===== src/rtl/core/cafs_pkg.sv =====
`timescale 1ns / 1ps
// ----------------------------------------------------------------------------
// Contrast autofocus sweep package
// Shared phase codes, register indexes and register reset values.
// ----------------------------------------------------------------------------
package cafs_pkg;

   // Per-camera autofocus phase.
   typedef enum logic [1:0] {
      PH_IDLE  = 2'd0,
      PH_SWEEP = 2'd1,
      PH_HOLD  = 2'd2
   } phase_type;

   // Register indexes on the CSR write port.
   typedef enum logic [2:0] {
      CSR_COARSE_STEP     = 3'd0,
      CSR_FINE_STEP       = 3'd1,
      CSR_WORSE_LIMIT     = 3'd2,
      CSR_RETRIG_RATIO    = 3'd3,
      CSR_RETRIG_COUNT    = 3'd4,
      CSR_BACKOFF_TICKS   = 3'd5,
      CSR_AF_DURING_REC   = 3'd6
   } csr_index_type;

   localparam int CSR_INDEX_W = 3;
   localparam int CSR_DATA_W  = 10;
   localparam int LENS_POS_W  = 10;
   localparam int SCORE_W     = 32;
   localparam int STREAK_W    = 8;
   localparam int RATIO_W     = 9;

   // Register reset values.
   localparam logic [9:0] COARSE_STEP_RST   = 10'd64;
   localparam logic [9:0] FINE_STEP_RST     = 10'd8;
   localparam logic [7:0] WORSE_LIMIT_RST   = 8'd3;
   localparam logic [8:0] RETRIG_RATIO_RST  = 9'd204;
   localparam logic [7:0] RETRIG_COUNT_RST  = 8'd3;
   localparam logic [7:0] BACKOFF_TICKS_RST = 8'd5;
   localparam logic       AF_DURING_REC_RST = 1'b0;

   // Saturating limit of the streak counters.
   localparam logic [7:0] STREAK_MAX = 8'd255;

endpackage


===== src/rtl/core/cafs_ram.sv =====
`timescale 1ns / 1ps
// ----------------------------------------------------------------------------
// Generic single-port-write, single-port-read RAM
// One write and one registered read per cycle; read data holds when not read.
// ----------------------------------------------------------------------------
module cafs_ram #(
   parameter int WIDTH  = 8,
   parameter int DEPTH  = 4,
   parameter int ADDR_W = (DEPTH > 1) ? $clog2(DEPTH) : 1
) (
   input  logic              clock,
   input  logic              wr_en,
   input  logic [ADDR_W-1:0] wr_addr,
   input  logic [WIDTH-1:0]  wr_data,
   input  logic              rd_en,
   input  logic [ADDR_W-1:0] rd_addr,
   output logic [WIDTH-1:0]  rd_data
);

   logic [WIDTH-1:0] mem_ff [DEPTH];
   logic [WIDTH-1:0] rd_data_ff;

   // Write port.
   always_ff @(posedge clock) begin
      if (wr_en) begin
         mem_ff[wr_addr] <= wr_data;
      end
   end

   // Registered read port.
   always_ff @(posedge clock) begin
      if (rd_en) begin
         rd_data_ff <= mem_ff[rd_addr];
      end
   end

   assign rd_data = rd_data_ff;

endmodule


===== src/rtl/core/contrast_autofocus_sweep.sv =====
`timescale 1ns / 1ps
// ----------------------------------------------------------------------------
// Contrast autofocus sweep
// Per-camera coarse/fine hill-climb autofocus with hold and re-trigger.
// ----------------------------------------------------------------------------
// The block takes one tick word per cycle while req_stall is low and returns
// one result word for each tick through the update stage and output register.
// The per-camera state sits in a small state RAM: a tick reads its entry at
// acceptance; the update stage updates it and writes it back when it advances,
// as the result loads into the output register. A tick that follows a tick for
// the same camera picks up the written entry by forwarding, so ticks may
// arrive back to back for any camera order. Entries come out of reset in the
// cleared state through per-entry valid bits; no clearing pass is needed.
// Configuration registers are written through the CSR port, which is always
// ready and should only be used while no tick is in flight.
// ----------------------------------------------------------------------------
module contrast_autofocus_sweep
   import cafs_pkg::*;
#(
   parameter int CAMERAS      = 4,
   parameter int MAX_POSITION = 1023
) (
   input  logic                   clock,
   input  logic                   reset,

   // Tick input channel
   input  logic                   req_valid,
   output logic                   req_stall,
   input  logic [1:0]             req_camera,
   input  logic                   req_lens_present,
   input  logic                   req_recording,
   input  logic                   req_auto_mode,
   input  logic                   req_healthy,
   input  logic                   req_score_valid,
   input  logic [SCORE_W-1:0]     req_score,
   input  logic                   req_write_ok,

   // Result channel
   output logic                   rsp_valid,
   input  logic                   rsp_stall,
   output logic                   rsp_command_valid,
   output logic [LENS_POS_W-1:0]  rsp_command_position,
   output logic [1:0]             rsp_phase,
   output logic                   rsp_fine_active,
   output logic [LENS_POS_W-1:0]  rsp_peak_position,

   // CSR write channel
   input  logic                   csr_valid,
   output logic                   csr_ready,
   input  logic [CSR_INDEX_W-1:0] csr_index,
   input  logic [CSR_DATA_W-1:0]  csr_data
);

   localparam int ADDR_W = (CAMERAS > 1) ? $clog2(CAMERAS) : 1;
   localparam int POS_W  = $clog2(MAX_POSITION + 1);
   localparam int SUM_W  = ((POS_W > 10) ? POS_W : 10) + 1;
   localparam int PROD_W = SCORE_W + RATIO_W;

   localparam logic [POS_W-1:0] MAX_POS = POS_W'(MAX_POSITION);

   // One camera's state entry.
   typedef struct packed {
      phase_type                phase;
      logic [POS_W-1:0]         target;
      logic [9:0]               step;
      logic [POS_W-1:0]         stage_end;
      logic [POS_W-1:0]         best_pos;
      logic                     best_none;
      logic [SCORE_W-1:0]       peak_score;
      logic [STREAK_W-1:0]      worse;
      logic                     fine;
      logic                     awaiting;
      logic [SCORE_W-1:0]       conv;
      logic [STREAK_W-1:0]      drop;
      logic [7:0]               backoff;
   } cam_entry_type;

   localparam int ENTRY_W = $bits(cam_entry_type);

   // Configuration registers.
   logic [9:0]          coarse_step_ff;
   logic [9:0]          fine_step_ff;
   logic [7:0]          worse_limit_ff;
   logic [RATIO_W-1:0]  retrig_ratio_ff;
   logic [7:0]          retrig_count_ff;
   logic [7:0]          backoff_ticks_ff;
   logic                af_during_rec_ff;

   // Update stage registers.
   logic                s1_valid_ff, s1_valid_in;
   logic [1:0]          s1_camera_ff;
   logic                s1_lens_ff;
   logic                s1_rec_ff;
   logic                s1_auto_ff;
   logic                s1_healthy_ff;
   logic                s1_score_valid_ff;
   logic [SCORE_W-1:0]  s1_score_ff;
   logic                s1_write_ok_ff;
   logic                s1_fwd_ff;
   cam_entry_type       s1_fwd_data_ff;
   logic                s1_known_ff;

   // Output register.
   logic                rsp_valid_ff, rsp_valid_in;
   logic                rsp_cmd_valid_ff;
   logic [LENS_POS_W-1:0] rsp_cmd_pos_ff;
   phase_type           rsp_phase_ff;
   logic                rsp_fine_ff;
   logic [LENS_POS_W-1:0] rsp_peak_ff;

   // Entry valid bits, cleared by reset.
   logic [(1 << ADDR_W)-1:0] entry_ok_ff;

   logic                req_accept;
   logic                s1_adv;
   logic [ADDR_W-1:0]   req_addr;
   logic [ADDR_W-1:0]   s1_addr;
   logic                s1_in_range;

   logic                wr_en;
   cam_entry_type       wr_data;
   logic [ENTRY_W-1:0]  ram_rd_data;

   cam_entry_type       clear_entry;
   cam_entry_type       cur;
   cam_entry_type       nxt;
   logic                cmd_valid;
   logic [POS_W-1:0]    cmd_pos;

   // Sweep arithmetic.
   logic                better;
   logic [SCORE_W-1:0]  peak_score_new;
   logic [POS_W-1:0]    best_pos_new;
   logic [STREAK_W-1:0] worse_new;
   logic                stage_over;
   logic [SUM_W-1:0]    next_sum;
   logic [SUM_W-1:0]    win_hi_sum;
   logic [POS_W-1:0]    win_lo;
   logic [PROD_W-1:0]   floor_prod;
   logic [PROD_W-1:0]   score_scaled;
   logic                below_floor;
   logic [STREAK_W-1:0] drop_new;

   // Handshake and stage flow.
   assign s1_adv      = s1_valid_ff && (!rsp_valid_ff || !rsp_stall);
   assign req_stall   = s1_valid_ff && !s1_adv;
   assign req_accept  = req_valid && !req_stall;
   assign req_addr    = ADDR_W'(req_camera);
   assign s1_addr     = ADDR_W'(s1_camera_ff);
   assign s1_in_range = ({30'd0, s1_camera_ff} < 32'(CAMERAS));
   assign csr_ready   = 1'b1;

   always_comb begin
      s1_valid_in = s1_valid_ff;
      if (req_accept) begin
         s1_valid_in = 1'b1;
      end else if (s1_adv) begin
         s1_valid_in = 1'b0;
      end
   end

   always_comb begin
      rsp_valid_in = rsp_valid_ff;
      if (s1_adv) begin
         rsp_valid_in = 1'b1;
      end else if (!rsp_stall) begin
         rsp_valid_in = 1'b0;
      end
   end

   // Configuration registers.
   always_ff @(posedge clock) begin
      if (reset) begin
         coarse_step_ff   <= COARSE_STEP_RST;
         fine_step_ff     <= FINE_STEP_RST;
         worse_limit_ff   <= WORSE_LIMIT_RST;
         retrig_ratio_ff  <= RETRIG_RATIO_RST;
         retrig_count_ff  <= RETRIG_COUNT_RST;
         backoff_ticks_ff <= BACKOFF_TICKS_RST;
         af_during_rec_ff <= AF_DURING_REC_RST;
      end else if (csr_valid && csr_ready) begin
         case (csr_index_type'(csr_index))
            CSR_COARSE_STEP:   coarse_step_ff   <= csr_data;
            CSR_FINE_STEP:     fine_step_ff     <= csr_data;
            CSR_WORSE_LIMIT:   worse_limit_ff   <= csr_data[7:0];
            CSR_RETRIG_RATIO:  retrig_ratio_ff  <= csr_data[RATIO_W-1:0];
            CSR_RETRIG_COUNT:  retrig_count_ff  <= csr_data[7:0];
            CSR_BACKOFF_TICKS: backoff_ticks_ff <= csr_data[7:0];
            CSR_AF_DURING_REC: af_during_rec_ff <= csr_data[0];
            default: begin
            end
         endcase
      end
   end

   // State RAM, one entry per camera.
   cafs_ram #(
      .WIDTH  (ENTRY_W),
      .DEPTH  (CAMERAS),
      .ADDR_W (ADDR_W)
   ) u_state_ram (
      .clock   (clock),
      .wr_en   (wr_en),
      .wr_addr (s1_addr),
      .wr_data (wr_data),
      .rd_en   (req_accept),
      .rd_addr (req_addr),
      .rd_data (ram_rd_data)
   );

   // Control registers of the pipeline and valid bits.
   always_ff @(posedge clock) begin
      if (reset) begin
         s1_valid_ff  <= 1'b0;
         rsp_valid_ff <= 1'b0;
         entry_ok_ff  <= '0;
      end else begin
         s1_valid_ff  <= s1_valid_in;
         rsp_valid_ff <= rsp_valid_in;
         if (wr_en) begin
            entry_ok_ff[s1_addr] <= 1'b1;
         end
      end
   end

   // Capture the tick word, plus forwarding when its entry is written now.
   always_ff @(posedge clock) begin
      if (req_accept) begin
         s1_camera_ff      <= req_camera;
         s1_lens_ff        <= req_lens_present;
         s1_rec_ff         <= req_recording;
         s1_auto_ff        <= req_auto_mode;
         s1_healthy_ff     <= req_healthy;
         s1_score_valid_ff <= req_score_valid;
         s1_score_ff       <= req_score;
         s1_write_ok_ff    <= req_write_ok;
         s1_fwd_ff         <= wr_en && (s1_addr == req_addr);
         s1_fwd_data_ff    <= wr_data;
         s1_known_ff       <= entry_ok_ff[req_addr];
      end
   end

   // Cleared entry.
   always_comb begin
      clear_entry           = '0;
      clear_entry.phase     = PH_IDLE;
      clear_entry.best_none = 1'b1;
   end

   // Current entry: forwarded, stored, or the cleared state if never written.
   always_comb begin
      if (s1_fwd_ff) begin
         cur = s1_fwd_data_ff;
      end else if (s1_known_ff) begin
         cur = cam_entry_type'(ram_rd_data);
      end else begin
         cur = clear_entry;
      end
   end

   // Score bookkeeping for a sweep sample.
   always_comb begin
      better         = cur.best_none || (s1_score_ff > cur.peak_score);
      peak_score_new = better ? s1_score_ff : cur.peak_score;
      best_pos_new   = better ? cur.target : cur.best_pos;
      if (better) begin
         worse_new = '0;
      end else begin
         worse_new = (cur.worse < STREAK_MAX) ? cur.worse + 8'd1 : STREAK_MAX;
      end
      stage_over = (cur.target >= cur.stage_end) || (worse_new >= worse_limit_ff);
      next_sum   = SUM_W'(cur.target) + SUM_W'(cur.step);
      win_hi_sum = SUM_W'(best_pos_new) + SUM_W'(coarse_step_ff);
      if (SUM_W'(best_pos_new) > SUM_W'(coarse_step_ff)) begin
         win_lo = POS_W'(SUM_W'(best_pos_new) - SUM_W'(coarse_step_ff));
      end else begin
         win_lo = '0;
      end
   end

   // Hold floor test: score * 256 < converged * ratio.
   always_comb begin
      floor_prod   = PROD_W'(cur.conv) * PROD_W'(retrig_ratio_ff);
      score_scaled = PROD_W'({s1_score_ff, 8'd0});
      below_floor  = score_scaled < floor_prod;
      if (below_floor) begin
         drop_new = (cur.drop < STREAK_MAX) ? cur.drop + 8'd1 : STREAK_MAX;
      end else begin
         drop_new = '0;
      end
   end

   // Per-camera update.
   always_comb begin
      nxt       = cur;
      cmd_valid = 1'b0;
      cmd_pos   = '0;
      if (s1_lens_ff) begin
         if (!af_during_rec_ff && s1_rec_ff) begin
            if (cur.phase == PH_SWEEP) begin
               nxt = clear_entry;
            end
         end else if (!s1_auto_ff) begin
            if (cur.phase != PH_IDLE) begin
               nxt = clear_entry;
            end
         end else if (!s1_healthy_ff) begin
            if (cur.phase == PH_SWEEP) begin
               nxt = clear_entry;
            end
         end else if (cur.backoff != 8'd0) begin
            nxt.backoff = cur.backoff - 8'd1;
         end else begin
            case (cur.phase)
               PH_IDLE: begin
                  // Start a coarse sweep from position zero.
                  nxt           = clear_entry;
                  nxt.phase     = PH_SWEEP;
                  nxt.step      = coarse_step_ff;
                  nxt.stage_end = MAX_POS;
                  cmd_valid     = 1'b1;
                  cmd_pos       = '0;
                  nxt.awaiting  = s1_write_ok_ff;
                  if (!s1_write_ok_ff) begin
                     nxt.backoff = backoff_ticks_ff;
                  end
               end
               PH_SWEEP: begin
                  if (!cur.awaiting) begin
                     // Retry the pending move.
                     cmd_valid    = 1'b1;
                     cmd_pos      = cur.target;
                     nxt.awaiting = s1_write_ok_ff;
                     if (!s1_write_ok_ff) begin
                        nxt.backoff = backoff_ticks_ff;
                     end
                  end else if (s1_score_valid_ff) begin
                     nxt.peak_score = peak_score_new;
                     nxt.best_none  = 1'b0;
                     nxt.best_pos   = best_pos_new;
                     nxt.worse      = worse_new;
                     if (!stage_over) begin
                        // Step to the next position of this stage.
                        if (next_sum < SUM_W'(cur.stage_end)) begin
                           nxt.target = POS_W'(next_sum);
                        end else begin
                           nxt.target = cur.stage_end;
                        end
                        cmd_valid    = 1'b1;
                        cmd_pos      = nxt.target;
                        nxt.awaiting = s1_write_ok_ff;
                        if (!s1_write_ok_ff) begin
                           nxt.backoff = backoff_ticks_ff;
                        end
                     end else if (!cur.fine) begin
                        // Open the fine window around the coarse peak.
                        nxt.fine = 1'b1;
                        if (win_hi_sum < SUM_W'(MAX_POS)) begin
                           nxt.stage_end = POS_W'(win_hi_sum);
                        end else begin
                           nxt.stage_end = MAX_POS;
                        end
                        nxt.target     = win_lo;
                        nxt.step       = fine_step_ff;
                        nxt.best_none  = 1'b1;
                        nxt.peak_score = '0;
                        nxt.worse      = '0;
                        cmd_valid      = 1'b1;
                        cmd_pos        = win_lo;
                        nxt.awaiting   = s1_write_ok_ff;
                        if (!s1_write_ok_ff) begin
                           nxt.backoff = backoff_ticks_ff;
                        end
                     end else begin
                        // Command the peak; hold only once the write lands.
                        cmd_valid = 1'b1;
                        cmd_pos   = best_pos_new;
                        if (s1_write_ok_ff) begin
                           nxt.phase = PH_HOLD;
                           nxt.conv  = peak_score_new;
                           nxt.drop  = '0;
                        end else begin
                           nxt.backoff = backoff_ticks_ff;
                        end
                     end
                  end
               end
               PH_HOLD: begin
                  if (s1_score_valid_ff) begin
                     nxt.drop = drop_new;
                     if (drop_new >= retrig_count_ff) begin
                        nxt = clear_entry;
                     end
                  end
               end
               default: begin
               end
            endcase
         end
      end
   end

   assign wr_en   = s1_adv && s1_in_range;
   assign wr_data = nxt;

   // Output register.
   always_ff @(posedge clock) begin
      if (s1_adv) begin
         if (s1_in_range) begin
            rsp_cmd_valid_ff <= cmd_valid;
            rsp_cmd_pos_ff   <= cmd_valid ? LENS_POS_W'(cmd_pos) : '0;
            rsp_phase_ff     <= nxt.phase;
            rsp_fine_ff      <= nxt.fine;
            rsp_peak_ff      <= LENS_POS_W'(nxt.best_pos);
         end else begin
            rsp_cmd_valid_ff <= 1'b0;
            rsp_cmd_pos_ff   <= '0;
            rsp_phase_ff     <= PH_IDLE;
            rsp_fine_ff      <= 1'b0;
            rsp_peak_ff      <= '0;
         end
      end
   end

   assign rsp_valid            = rsp_valid_ff;
   assign rsp_command_valid    = rsp_cmd_valid_ff;
   assign rsp_command_position = rsp_cmd_pos_ff;
   assign rsp_phase            = rsp_phase_ff;
   assign rsp_fine_active      = rsp_fine_ff;
   assign rsp_peak_position    = rsp_peak_ff;

   // A lens write is never reported for a camera left idle.
   assert property (@(posedge clock) disable iff (reset)
      (rsp_valid_ff && rsp_cmd_valid_ff) |->
         (rsp_phase_ff == PH_SWEEP || rsp_phase_ff == PH_HOLD))
      else $error("lens write reported with camera idle");

   // Without a lens write the reported position is zero.
   assert property (@(posedge clock) disable iff (reset)
      (rsp_valid_ff && !rsp_cmd_valid_ff) |-> (rsp_cmd_pos_ff == '0))
      else $error("command position nonzero without a write");

   // An idle entry written back is always fully cleared.
   assert property (@(posedge clock) disable iff (reset)
      (wr_en && wr_data.phase == PH_IDLE) |->
         (!wr_data.fine && wr_data.best_none && !wr_data.awaiting))
      else $error("idle camera entry not cleared");

   // A stalled update stage holds its tick until the result side frees up.
   assert property (@(posedge clock) disable iff (reset)
      (s1_valid_ff && !s1_adv) |=> (s1_valid_ff && $stable(s1_camera_ff)))
      else $error("update stage lost a tick while stalled");

endmodule

===== config.mk =====
export PLATFORM = sky130hd
export DESIGN_NAME = contrast_autofocus_sweep
export DESIGN_NICKNAME = d
export VERILOG_FILES = /design/src/rtl/core/cafs_pkg.sv /design/src/rtl/core/cafs_ram.sv /design/src/rtl/core/contrast_autofocus_sweep.sv
export SDC_FILE = /design/constraint.sdc
export NUM_CORES = 2
export LEC_CHECK = 0
export ABC_AREA = 1
export BUFFER_PORTS_ARGS = -buffer_cell sky130_fd_sc_hd__buf_2
export CAP_MARGIN = 10
export CORE_ASPECT_RATIO = 0.9
export CORE_UTILIZATION = 60
export CTS_BUF_LIST = sky130_fd_sc_hd__clkbuf_4
export DETAILED_ROUTE_END_ITERATION = 6
export PLACE_DENSITY = 0.82
export SLEW_MARGIN = 10
export SYNTH_ARGS = -nofsm -noshare
export SYNTH_HDL_FRONTEND = slang
export SYNTH_SLANG_ARGS = --single-unit

===== constraint.sdc =====
create_clock -name clock -period 22.2 [get_ports clock]
set_clock_uncertainty 0.05 [all_clocks]
set_input_delay 4.44 -clock clock [delete_from_list [all_inputs] [get_ports clock]]
set_output_delay 4.44 -clock clock [all_outputs]
set_load 0.01 [all_outputs]

Word-level counts from Yosys, hierarchy flattened --
Memory sizes are Yosys's and may differ from the RTL's. A register that Yosys moved wholly into a read port is not among the register bits. Cells that the tools add are included.
Operators by class: reductions and logical operators 27, add/subtract/negate cells 6, equal/unequal tests 10, multiplexer cells 63, order comparisons 13, $mul 1, bitwise operators 6
Operator list (number):
- $mux 133 | 11
- $pmux 133 s3 | 1
- $mux 40 | 4
- $mux 125 | 1
- $mux 10 | 9
- $mux 84 | 1
- $mux 8 | 8
- $mux 43 | 1
- $mux 42 | 1
- $lt 40x41->1 | 1
- $mul 32x9->41 | 1
- $gt 32x32->1 | 1
- $mux 32 | 1
- $mux 30 | 1
- $add 10x10->11 | 2
- $mux 20 | 1
- $mux 1 | 17
- $add 8x1->8 const B | 2
- $ge 8x8->1 | 2
- $lt 8x8->1 const B | 2
- $reduce_and 2->1 | 7
- $lt 11x10->1 | 1
- $lt 11x10->1 const B | 1
- $ge 10x10->1 | 1
- other kinds (26) | 48
Storage, ports and cells: memories 1, bits in writable memories 532, output and inout bits 27, bits of input ports 58, bits in registers 259, word-level logic and storage cells 165
Memories:
- u_state_ram.mem_ff | words 4, width 133, read ports 1, clocked after memory_dff 1, write ports 1, RTL line cafs_ram.sv:20 | logic [WIDTH-1:0] mem_ff [DEPTH];

Depth between registers and ports, before layout --
depth in word-level cells 18, depth in mapped cells 63, depth with buffers taken out 57

Modules after synthesis --
A second synthesis with hierarchy kept.
Second synthesis, totals: cell total of the unflattened synthesis 7417, area, all modules 59869.9 um^2
Modules (own cells, without submodules):
- contrast_autofocus_sweep | area each 33509.6 um^2, cells each 5192, seq. area each 7176.9 um^2, instances 1
- cafs_ram | area each 26360.3 um^2, cells each 2225, seq. area each 19969.2 um^2, instances 1

Least setup slack after synthesis --
Ideal clock, no wire load.
path type input-to-reg, from input rsp_stall, to memory u_state_ram.mem_ff[1][0] (netlist bit), enable pin, path slack 6358 ps, cell stages on the path 5, path buffers 0, required time 21359 ps, library setup time 791 ps, arrival time 15001 ps, cell sequence nand2_1 inv_1 nor2_1 inv_1 nor3_1
Between the ends: longest elaborated chain between the ends 5
Ends and longest elaborated chain:
- start: declaration | RTL line contrast_autofocus_sweep.sv:40 | input logic rsp_stall,
- $logic_not 1->1
- $logic_or 1x1->1 | RTL line contrast_autofocus_sweep.sv:145 | assign s1_adv = s1_valid_ff && (!rsp_valid_ff || !rsp_stall);
- $logic_and 1x1->1 | RTL line contrast_autofocus_sweep.sv:145
- $mux 1 | RTL line cafs_ram.sv:25 | if (wr_en) begin
- $mux 1 (implied by the code) | RTL line cafs_ram.sv:26 | mem_ff[wr_addr] <= wr_data;
- end: declaration | RTL line cafs_ram.sv:20
No other way between the ends.

==> flow_summary.json <==
{
  "status": "finished with violations",
  "violations": "design-rule violations",
  "grt_pass1_wl_mm": 267.1,
  "tns_ps": 0,
  "ys_seq_area_share_pct": 47.46,
  "clock-sinks": 924,
  "vias": 49699,
  "p_seq_share_pct": 36.4,
  "drv_slew": 0,
  "fin_nets": 7027,
  "first_global_vias": 47303,
  "met2_usage_pct": 54.62,
  "fin_crit_ps": 11740,
  "cts_max_level": 4,
  "yosysTopAreaCellShare_pct": 45.36,
  "max_slew_margin_pct": 25.73,
  "start_kind": "flop",
  "hold_path_class": "reg2reg",
  "r2r-start": "s1_fwd_ff",
  "overflow": 0,
  "maxCapViolCount": 0,
  "swShare_pct": 38.39,
  "clk_pin_slew_ps": 70,
  "die-width_um": 327.5,
  "comb_power_share_pct": 37.5,
  "drive_above_1_share_pct": 9.197,
  "p_per_area_nw_per_um2": 92.21,
  "max_freq_mhz": 85.19,
  "arrival_ps": 12610,
  "area_growth_pct": 7.267,
  "worst_ep_required_time_ps": 23070,
  "intPower_mw": 3.486,
  "clockRootBuffer": "clkbuf_4",
  "syn_avg_cell_area_um2": 8.745,
  "synth_area_um2": 57200,
  "initial_core_util_pct": 60.52,
  "cts_setup_buffers": 0,
  "p_leak_nw": 25.95,
  "rsz0062_at_grt": "no",
  "ctsHoldBuffers": 0,
  "design.die.area_um2": 96570,
  "peakVddDrop_v": 0.00008360,
  "synth_flop_cell": "edfxtp_1",
  "grtUsageMet1_pct": 47.29,
  "crit_type": "reg2reg",
  "cts_tree": "built",
  "cts_buffer_depth": 3,
  "setup_slack_ps": 10460,
  "fp.dieH_um": 294.9,
  "async_flop_share_pct": 0,
  "post-route-period-util_pct": 52.88,
  "synth_area_leaders": "edfxtp_1 (45%), nand2_1 (11%), fa_1 (7.5%)",
  "via_per_inst": 6.208,
  "worstReg2RegEnd": "u_state_ram.mem_ff[1][18]",
  "busiest_layer": "met2",
  "cp-startpoint": "s1_fwd_ff",
  "dpl_cell_area_um2": 58320,
  "drtPass1Iterations": 7,
  "io_buffers": 83,
  "synth_nets": 7006,
  "fin_area_um2": 61360,
  "wl_mm": 175.2,
  "finalHoldWorstSlack_ps": 416.7,
  "hold_violations": 0,
  "dp.cells": 7588,
  "p_sw_mw": 2.172,
  "routedWlPerCell_um": 21.89,
  "crit_path_max_fanout": 105,
  "grt_use_total_pct": 36.13,
  "hpwlAfterDp_mm": 108.7,
  "endpoint_kind": "flop",
  "synthMostInstantiatedCell": "nand2_1",
  "place_congestion": 1.033,
  "synth_common_cells": "nand2_1 (1,673), edfxtp_1 (864), nor2_1 (652)",
  "yosysTopAreaCell": "edfxtp_1",
  "use_met3_pct": 10.33,
  "cp_common_cell": "nand2_1",
  "antenna_found_initial": 10,
  "slowest_delay_ps": 830,
  "num_io_pins": 85,
  "clockPowerShare_pct": 26.1,
  "ys_types": 63,
  "layout.cells.non_filler": 8005,
  "dp_slack_ps": 10800,
  "r2r_cells": 44,
  "endpoint": "u_state_ram.mem_ff[1][18]",
  "rows": 107,
  "setup_viol": 0,
  "grt_start_max_net_pins": 135,
  "core_um2": 94520,
  "critical-path-slowest-cell": "o22ai_1",
  "drt_iter0_drc": 6973,
  "nFillCells": 7652,
  "ys_warn_count": 0,
  "synth_edf_count": 864,
  "final_antenna_net_count": 0,
  "ys_ff_latch": 924,
  "synth_cells": 6541,
  "clk_latency_ps": 1210,
  "cts_buffers": 225,
  "reg2reg_slack_ps": 10460,
  "cts-resized-gates": 0,
  "worst_pin_slew_ps": 1102,
  "drc": 13
}
worst min path at each step:
| stage | from | to | slack (ps) | cells after the start |
|---|---|---|---|---|
| 3_5_place_dp | fine_step_ff[3] | fine_step_ff[3] | 400 | 2 |
| 6_report | retrig_count_ff[3] | retrig_count_ff[3] | 420 | 2 |
| 3_3_place_gp | fine_step_ff[3] | fine_step_ff[3] | 390 | 2 |
| 2_1_floorplan | fine_step_ff[3] | fine_step_ff[3] | 370 | 2 |
| 5_1_grt | backoff_ticks_ff[6] | backoff_ticks_ff[6] | 440 | 2 |
| 4_1_cts | fine_step_ff[3] | fine_step_ff[3] | 420 | 2 |
worst max-delay path, delay by kind of cell (launching register included):
kind                     cells  cell delay, ps
flip-flops                   1             450
AND/OR/NAND/NOR             23            5130
XOR/XNOR                     1              90
adder cells (fa/ha/maj)      7            3070
AO/OA/AOI/OAI                4            1320
buffers and inverters        9            1250
power by group through the flow:
stage,sequential (mW),clock (mW),combinational [mW]
final,2.06,1.48,2.12
after global placement,2.09,0,1.99
after global routing,2.06,1.57,2.35
after CTS,2.06,1.49,2.06
after detailed placement,2.09,0,2.04
after floorplan,2.10,0,1.50
layout by cell type (no fill, tap or decap), drive strengths merged, types with 2 or more instances in the layout:
master / count
a22o: 2
bufinv: 6
a31oi: 9
o21a: 3
o22ai: 140
clkinv: 70
a22oi: 57
xor2: 38
o211ai: 45
o2111ai: 8
clkinvlp: 3
o21bai: 12
ha: 193
diode: 11
o31ai: 15
a21o: 7
nor2: 666
nand3b: 8
nand3: 243
nor3: 28
clkbuf: 329
fa: 214
o21ai: 625
nand2: 1691
and2: 21
dfxtp: 60
a211oi: 3
edfxtp: 864
nor4: 3
xnor2: 26
a21oi: 536
inv: 620
a21boi: 4
buf: 160
o221ai: 2
nand4: 22
flip-flops by register name (all words and copies together), names as in the netlist, 2 cells and up:
signal and count:
retrig_count_ff 8, fine_step_ff 10, u_state_ram.mem_ff 532, s1_fwd_data_ff 133, entry_ok_ff 4, s1_score_ff 32, rsp_command_position 10, s1_addr 2
rsp_phase 2, coarse_step_ff 10, backoff_ticks_ff 8, retrig_ratio_ff 9, u_state_ram.rd_data 133, rsp_peak_position 10, worse_limit_ff 8
final cells by class:
class | count | area, um2 | area share, %
clock inverter | 78 | 544.3 | 0.8871
tap | 1253 | 1568 | 2.555
sequential | 924 | 27150 | 44.24
inverter | 621 | 2361 | 3.848
multi-input combinational | 4629 | 26210 | 42.72
timing repair buffer | 161 | 1037 | 1.691
antenna | 11 | 27.53 | 0.04486
clock buffer | 328 | 2462 | 4.013
metrics by stage:
step | power (mW) | utilization, %
2_1_floorplan | 3.591 | -
3_3_place_gp | 4.084 | 61.70
3_5_place_dp | 4.139 | 61.70
4_1_cts | 5.606 | 64.89
5_1_grt | 5.988 | 64.89
6_report | 5.658 | 64.91
metal layers:
layer | part of all wire [%] | routed length (um) | vias up
met3 | 15 | 25810 | 762
met5 | 0.043 | 75 | -
met2 | 43 | 75780 | 3638
met1 | 37 | 64420 | 23107
met4 | 5.2 | 9145 | 8
li1 | - | - | 22184
kinds of logic (layout without fill, tap and decap cells):
family	Yosys count	in the layout	synth area share (%)
fa+ha+maj	407	407	11.71
xor+xnor	64	64	0.9800
flops	924	924	47.46
simple gates	2686	2686	18.84
other cells	1	12	0.006556
compound gates	1471	1471	14.16
buf+inv	988	1188	6.847
Power figures use the tool's default switching activity.
